**config.mk**
```make
export PLATFORM = sky130hd
export DESIGN_NAME = distance_vector_route_table
export DESIGN_NICKNAME = d
export VERILOG_FILES = /design/src/rtl/dvrt_pkg.sv /design/src/rtl/distance_vector_route_table.sv
export SDC_FILE = /design/constraint.sdc
export NUM_CORES = 2
export LEC_CHECK = 0
export ABC_CLOCK_PERIOD_IN_PS = 24300
export BUFFER_PORTS_ARGS = -buffer_cell sky130_fd_sc_hd__buf_2
export CORE_MARGIN = 3
export CORE_UTILIZATION = 40
export DETAILED_ROUTE_END_ITERATION = 8
export GPL_TIMING_DRIVEN = 0
export PLACE_DENSITY = 0.55
export SLEW_MARGIN = 20
export SYNTH_ARGS = -nofsm -noshare
export SYNTH_HDL_FRONTEND = slang
export SYNTH_SLANG_ARGS = --single-unit
```
**constraint.sdc**
```tcl
create_clock -name clock -period 24.3 [get_ports clock]
set_input_delay 3.645 -clock clock [delete_from_list [all_inputs] [get_ports clock]]
set_output_delay 3.645 -clock clock [all_outputs]
set_load 0.03 [all_outputs]
```
**src/rtl/dvrt_pkg.sv**
```systemverilog
// ----------------------------------------------------------------------------
// dvrt_pkg
// Shared types and constants for the distance-vector route table.
// ----------------------------------------------------------------------------
package dvrt_pkg;

   localparam int TABLE_DEPTH = 64;
   localparam int NODE_BITS   = 16;
   localparam int COST_BITS   = 32;
   localparam int ADDR_BITS   = (TABLE_DEPTH > 1) ? $clog2(TABLE_DEPTH) : 1;
   localparam int CNT_BITS    = $clog2(TABLE_DEPTH + 1);

   // opcode values
   localparam logic OP_UPDATE = 1'b0;
   localparam logic OP_QUERY  = 1'b1;

   typedef struct packed {
      logic                 opcode;
      logic [NODE_BITS-1:0] node_dest;
      logic [NODE_BITS-1:0] node_via;
      logic [COST_BITS-1:0] new_cost;
   } req_type;

   typedef struct packed {
      logic [COST_BITS-1:0] best_cost;
      logic [NODE_BITS-1:0] best_hop;
      logic                 route_found;
      logic [COST_BITS-1:0] direct_cost;
      logic                 direct_found;
      logic                 update_dropped;
   } rsp_type;

   // one table row as stored in memory
   typedef struct packed {
      logic [NODE_BITS-1:0] dest;
      logic [NODE_BITS-1:0] hop;
      logic [COST_BITS-1:0] cost;
   } row_type;

endpackage

```
**src/rtl/distance_vector_route_table.sv**
```systemverilog
// ----------------------------------------------------------------------------
// distance_vector_route_table
// Route table of (destination, next hop, cost) rows kept in insertion order,
// with update/insert and best-route query over a single row memory.
// ----------------------------------------------------------------------------
//
//   channel | ports                         | moves
//   --------+-------------------------------+-------------------------------
//   request | req_valid / req_ready / req_data | update or query transaction
//   result  | rsp_valid / rsp_ready / rsp_data | one result per transaction
//
// Timing: a request is taken in the idle state; the scan then reads the used
// rows in order, and the result is loaded into the output register before the
// next request is taken, so one transaction is handled at a time. An update
// that hits a row ends early, right after that row is read. The scan reads
// one row per cycle from the row memory.
// Reset clears the row count and control state; row contents stay undefined
// and are never read above the row count, so no clearing pass is needed.
// The result sits in an output register, so a stalled rsp_ready does not
// stop the next request from being accepted; it only holds the following
// result until the register frees up.
// ----------------------------------------------------------------------------
module distance_vector_route_table (
   input  logic              clock,
   input  logic              reset,
   input  logic              req_valid,
   output logic              req_ready,
   input  dvrt_pkg::req_type req_data,
   output logic              rsp_valid,
   input  logic              rsp_ready,
   output dvrt_pkg::rsp_type rsp_data
);

   typedef enum logic [1:0] {
      S_IDLE,
      S_SCAN,
      S_DONE
   } state_type;

   // row memory, one row per entry, synchronous read
   dvrt_pkg::row_type mem [dvrt_pkg::TABLE_DEPTH];

   state_type                        state_ff, state_in;
   dvrt_pkg::req_type                req_ff, req_in;
   dvrt_pkg::rsp_type                res_ff, res_in;
   dvrt_pkg::rsp_type                rsp_data_ff, rsp_data_in;
   logic                             rsp_valid_ff, rsp_valid_in;
   logic [dvrt_pkg::CNT_BITS-1:0]    used_ff, used_in;
   logic [dvrt_pkg::CNT_BITS-1:0]    issue_cnt_ff, issue_cnt_in;
   logic                             rd_vld_ff, rd_vld_in;
   logic [dvrt_pkg::ADDR_BITS-1:0]   rd_idx_ff, rd_idx_in;
   dvrt_pkg::row_type                rd_row_ff;

   logic                             rd_en;
   logic [dvrt_pkg::ADDR_BITS-1:0]   rd_addr;
   logic                             wr_en;
   logic [dvrt_pkg::ADDR_BITS-1:0]   wr_addr;
   dvrt_pkg::row_type                wr_data;
   logic                             issue;
   logic                             stop;

   assign req_ready = (state_ff == S_IDLE);
   assign rsp_valid = rsp_valid_ff;
   assign rsp_data  = rsp_data_ff;

   always_comb begin
      state_in     = state_ff;
      req_in       = req_ff;
      res_in       = res_ff;
      rsp_data_in  = rsp_data_ff;
      rsp_valid_in = rsp_valid_ff && !rsp_ready;
      used_in      = used_ff;
      issue_cnt_in = issue_cnt_ff;
      rd_vld_in    = 1'b0;
      rd_idx_in    = issue_cnt_ff[dvrt_pkg::ADDR_BITS-1:0];
      rd_en        = 1'b0;
      rd_addr      = issue_cnt_ff[dvrt_pkg::ADDR_BITS-1:0];
      wr_en        = 1'b0;
      wr_addr      = rd_idx_ff;
      wr_data      = rd_row_ff;
      issue        = (issue_cnt_ff != used_ff);
      stop         = 1'b0;

      case (state_ff)
         S_IDLE: begin
            if (req_valid) begin
               req_in       = req_data;
               res_in       = '0;
               issue_cnt_in = '0;
               state_in     = S_SCAN;
            end
         end
         S_SCAN: begin
            // consume the row read last cycle
            if (rd_vld_ff) begin
               if (req_ff.opcode == dvrt_pkg::OP_UPDATE) begin
                  if (rd_row_ff.hop == req_ff.node_via &&
                      rd_row_ff.dest == req_ff.node_dest) begin
                     wr_en        = 1'b1;
                     wr_addr      = rd_idx_ff;
                     wr_data      = rd_row_ff;
                     wr_data.cost = req_ff.new_cost;
                     stop         = 1'b1;
                  end
               end else if (rd_row_ff.dest == req_ff.node_dest) begin
                  // strict less-than keeps the earliest minimum row
                  if (!res_ff.route_found || rd_row_ff.cost < res_ff.best_cost) begin
                     res_in.best_cost   = rd_row_ff.cost;
                     res_in.best_hop    = rd_row_ff.hop;
                     res_in.route_found = 1'b1;
                  end
                  if (rd_row_ff.hop == req_ff.node_dest) begin
                     res_in.direct_cost  = rd_row_ff.cost;
                     res_in.direct_found = 1'b1;
                  end
               end
            end

            // all rows seen: an update that missed appends or drops
            if (!stop && !issue && !rd_vld_ff) begin
               stop = 1'b1;
               if (req_ff.opcode == dvrt_pkg::OP_UPDATE) begin
                  if (used_ff != dvrt_pkg::CNT_BITS'(dvrt_pkg::TABLE_DEPTH)) begin
                     wr_en        = 1'b1;
                     wr_addr      = used_ff[dvrt_pkg::ADDR_BITS-1:0];
                     wr_data.dest = req_ff.node_dest;
                     wr_data.hop  = req_ff.node_via;
                     wr_data.cost = req_ff.new_cost;
                     used_in      = used_ff + dvrt_pkg::CNT_BITS'(1);
                  end else begin
                     res_in.update_dropped = 1'b1;
                  end
               end
            end

            if (issue && !stop) begin
               rd_en        = 1'b1;
               rd_vld_in    = 1'b1;
               issue_cnt_in = issue_cnt_ff + dvrt_pkg::CNT_BITS'(1);
            end

            if (stop) begin
               state_in = S_DONE;
            end
         end
         S_DONE: begin
            // wait for the output register to free up
            if (!rsp_valid_ff || rsp_ready) begin
               rsp_data_in  = res_ff;
               rsp_valid_in = 1'b1;
               state_in     = S_IDLE;
            end
         end
         default: begin
            state_in = S_IDLE;
         end
      endcase
   end

   always_ff @(posedge clock) begin
      if (reset) begin
         state_ff     <= S_IDLE;
         rsp_valid_ff <= 1'b0;
         used_ff      <= '0;
         rd_vld_ff    <= 1'b0;
      end else begin
         state_ff     <= state_in;
         rsp_valid_ff <= rsp_valid_in;
         used_ff      <= used_in;
         rd_vld_ff    <= rd_vld_in;
      end
      req_ff       <= req_in;
      res_ff       <= res_in;
      rsp_data_ff  <= rsp_data_in;
      issue_cnt_ff <= issue_cnt_in;
      rd_idx_ff    <= rd_idx_in;
   end

   // row memory: one write port, one registered read port
   always_ff @(posedge clock) begin
      if (wr_en) begin
         mem[wr_addr] <= wr_data;
      end
      if (rd_en) begin
         rd_row_ff <= mem[rd_addr];
      end
   end

endmodule

```
==> results.toml <==
[outcome]
status = "finished clean"

[synthesis]
synth-seq-cells = 4415
synth_ff_type = "edfxtp_1"
synth_top_cell_by_area = "edfxtp_1"
yosys.area.top_type_share_pct = 78.6
syn_area_sq_um = 168000
syn_avg_cell_area_sq_um = 24.0
synth_edf_count = 4398
synth.distinct_cells = 62
yosys_warnings = 0
synth_cells = 6985
post-synth-top-count-cell = "edfxtp_1"
synth_nets = 7088
synthArstFlopShare_pct = 0
synth_common_cells = "edfxtp_1, mux4_2, clkbuf_1"
netlist_top_cells_area = "edfxtp_1, mux4_2, a22oi_1, buf_2, clkbuf_1"
seq_area_frac_synth_pct = 78.8

[routing]
first_iter_violations = 14200
vias = 88000
wl_um = 543000
wl_per_cell_um = 37.4
drc = 0
ant_nets = 0
detailedRoute.firstPassIterationCount = 8
routed_via_density = 6.06

[timing]
rsz0062_at_grt = "false"
slew_viol_final = 0
tightest_slew_ns = 1.24
finalHoldViolCount = 0
clock_skew_ns = 0.0726
fin_crit_ns = 6.45
setup_viol = 0
fin_ws_ns = 17.85
tns_ns = 0
clock.fmax_mhz = 155
finalCritPeriodShare_pct = 26.5
hold_ws_ns = 0.394
slew_headroom_pct = 16.6

[pwr]
pwr_density_cell_nw_per_um2 = 88.9
netSwitchingFraction_pct = 25.1
p_leak_nw = 64.4
p_total_mw = 17.6
ir_drop_mv = 0.0625
pwr-share-seq_pct = 49.7
p_comb_share_pct = 12.3
clkPwrFrac_pct = 38.0
intPower_mw = 13.2
switching_power_mw = 4.43

[cts]
cts_tree = "done"
clockBufferDepth = 4
insertion_delay_ns = 1.03
cts_root_buf = "clkbuf_16"
cts_resized = 0
post_cts_buffers = 0
htreeDepth = 5
cts_sinks = 4415
hold_buffers = 0
cts_buffers = 444
clk_pin_slew_ns = 0.06

[cells_and_area]
fin_cells = 14500
multi_input_area_sq_um = 34500
design_area_sq_um = 198000
drive_above_1_share_pct = 37.7
final_util_pct = 47.5
nets = 8734
fill_cells = 33900
seqCellArea_sq_um = 132000
synthToLayoutAreaGrowth_pct = 18.2

[worst_hold_path]
holdPathEnd = "rd_idx_ff[2]"
min_from = "issue_cnt_ff[2]"
worstHoldPathCells = 0
hold_path_class = "flop to flop"

[global_routing]
track_usage_pct = 25.2
grt_max_degree = 65
antenna_found_initial = 31
globalRoute.totalOverflow = 0
grt_pass1_wl_um = 735000
first_global_vias = 86500

[critical_path]
crit_path_start_kind = "flop"
required_ns = 24.97
worstSetupPathType = "flop to flop"
critPathCaptureType = "flop"
cp.arrival_ns = 7.12
r2r_end = "mem[21][58]"
r2r_cells = 13
rr_startpoint = "rd_row_ff[37]"
worstPathMaxFanout = 10
reg2reg_slack_ns = 17.85

[floorplanning]
initial_core_util_pct = 40.2
die_w_um = 654
ios = 154
die_area_sq_um = 428000
die_y_um = 654
core_area_sq_um = 418000
num_rows = 237

[placement]
port-buffer-count = 153
gp_congestion = 0.908
place_area_sq_um = 184000
hpwlAfterDp_um = 400000
pre_cts_ws_ns = 17.94
post-place-cells = 13700

[run]
cap_viol_max_count = 0
## critical path, cell delays in order, from the launching register on
cell and delay [ns]:
edfxtp_1 0.90, xor2_1 0.16, nor4_2 0.81, nand3_1 0.26, nor4_2 0.74, nor2_2 0.34
clkbuf_1 0.44, nor4_2 0.95, buf_4 0.32, buf_2 0.23, buf_2 0.26, buf_2 0.24
buf_2 0.22, buf_2 0.22
## power by group through the flow
stage	Combinational (mW)	Clock (mW)	Sequential, mW
after CTS	2.16	6.78	8.76
after global routing	2.26	7.08	8.76
after global placement	2.04	0	8.95
after detailed placement	2.16	0	8.92
after floorplan	1.18	0	8.89
final	2.18	6.70	8.76
## metal layers
metal / wire length (um) / GRT usage, % / up-vias / part of all wire, %
li1: - / - / 33500 / -
met1: 209000 / 35.1 / 47700 / 38
met2: 246000 / 38.3 / 5695 / 45
met3: 61200 / 5.87 / 1037 / 11
met4: 28000 / 10.6 / 8 / 5.2
met5: 52 / 0 / - / 0.0096
## sequential cells by signal, summed over array words and instances, names as in the netlist, 6 cells and up
register and count:
req_ff 65, issue_cnt_ff 7, res_ff 83, rd_idx_ff 6
rd_row_ff 64, mem 4096, used_ff 7, rsp_data 83
## final cells by class
| class | count | area share (%) |
|---|---|---|
| Inverter | 42 | 0.0845 |
| Buffer | 364 | 0.826 |
| Tap cell | 5497 | 3.47 |
| Timing Repair Buffer | 1200 | 4.42 |
| Clock buffer | 534 | 5.82 |
| Sequential cell | 4415 | 66.7 |
| Clock inverter | 289 | 1.26 |
| Multi-Input combinational cell | 2164 | 17.4 |
| Antenna cell | 18 | 0.0227 |
## how the worst max path moves through the flow
stage | startpoint | to | slack [ns] | depth (start not counted)
2_1_floorplan | issue_cnt_ff[0] | mem[40][0] | 15.11 | 8
3_3_place_gp | rd_row_ff[37] | mem[44][15] | -0.57 | 7
3_5_place_dp | req_valid | res_ff[49] | 17.94 | 6
4_1_cts | state_ff[1] | req_ready | 18.30 | 2
5_1_grt | rd_row_ff[37] | mem[21][58] | 17.95 | 13
6_report | rd_row_ff[37] | mem[21][58] | 17.85 | 13
## layout by cell type (no fill, tap or decap), drive strengths merged, types with 14 or more instances in the layout
cell and n:
edfxtp 4398, buf 1382, mux4 1217, clkbuf 716
clkinv 226, nand2 170, a22oi 111, a21oi 71
o21ai 69, mux2i 66, inv 54, and2 52
xor2 49, nor3 43, nor4 40, o211ai 37
bufinv 37, ha 34, mux2 32, a221oi 27
nor2 27, diode 18, dfxtp 17, xnor2 14
clkinvlp 14
## cell families (layout without fill, tap and decap cells)
| family | count (synthesis) | in the layout | share of synthesized area (%) |
|---|---|---|---|
| xor+xnor | 63 | 63 | 0.329 |
| other cells | 0 | 18 | 0 |
| simple gates | 399 | 399 | 1.24 |
| mux | 1315 | 1315 | 16.9 |
| compound gates | 353 | 353 | 1.39 |
| flops | 4415 | 4415 | 78.8 |
| buf+inv | 406 | 2429 | 1.02 |
| fa+ha+maj | 34 | 34 | 0.253 |
No activity file was read; power rests on OpenSTA's default activity.
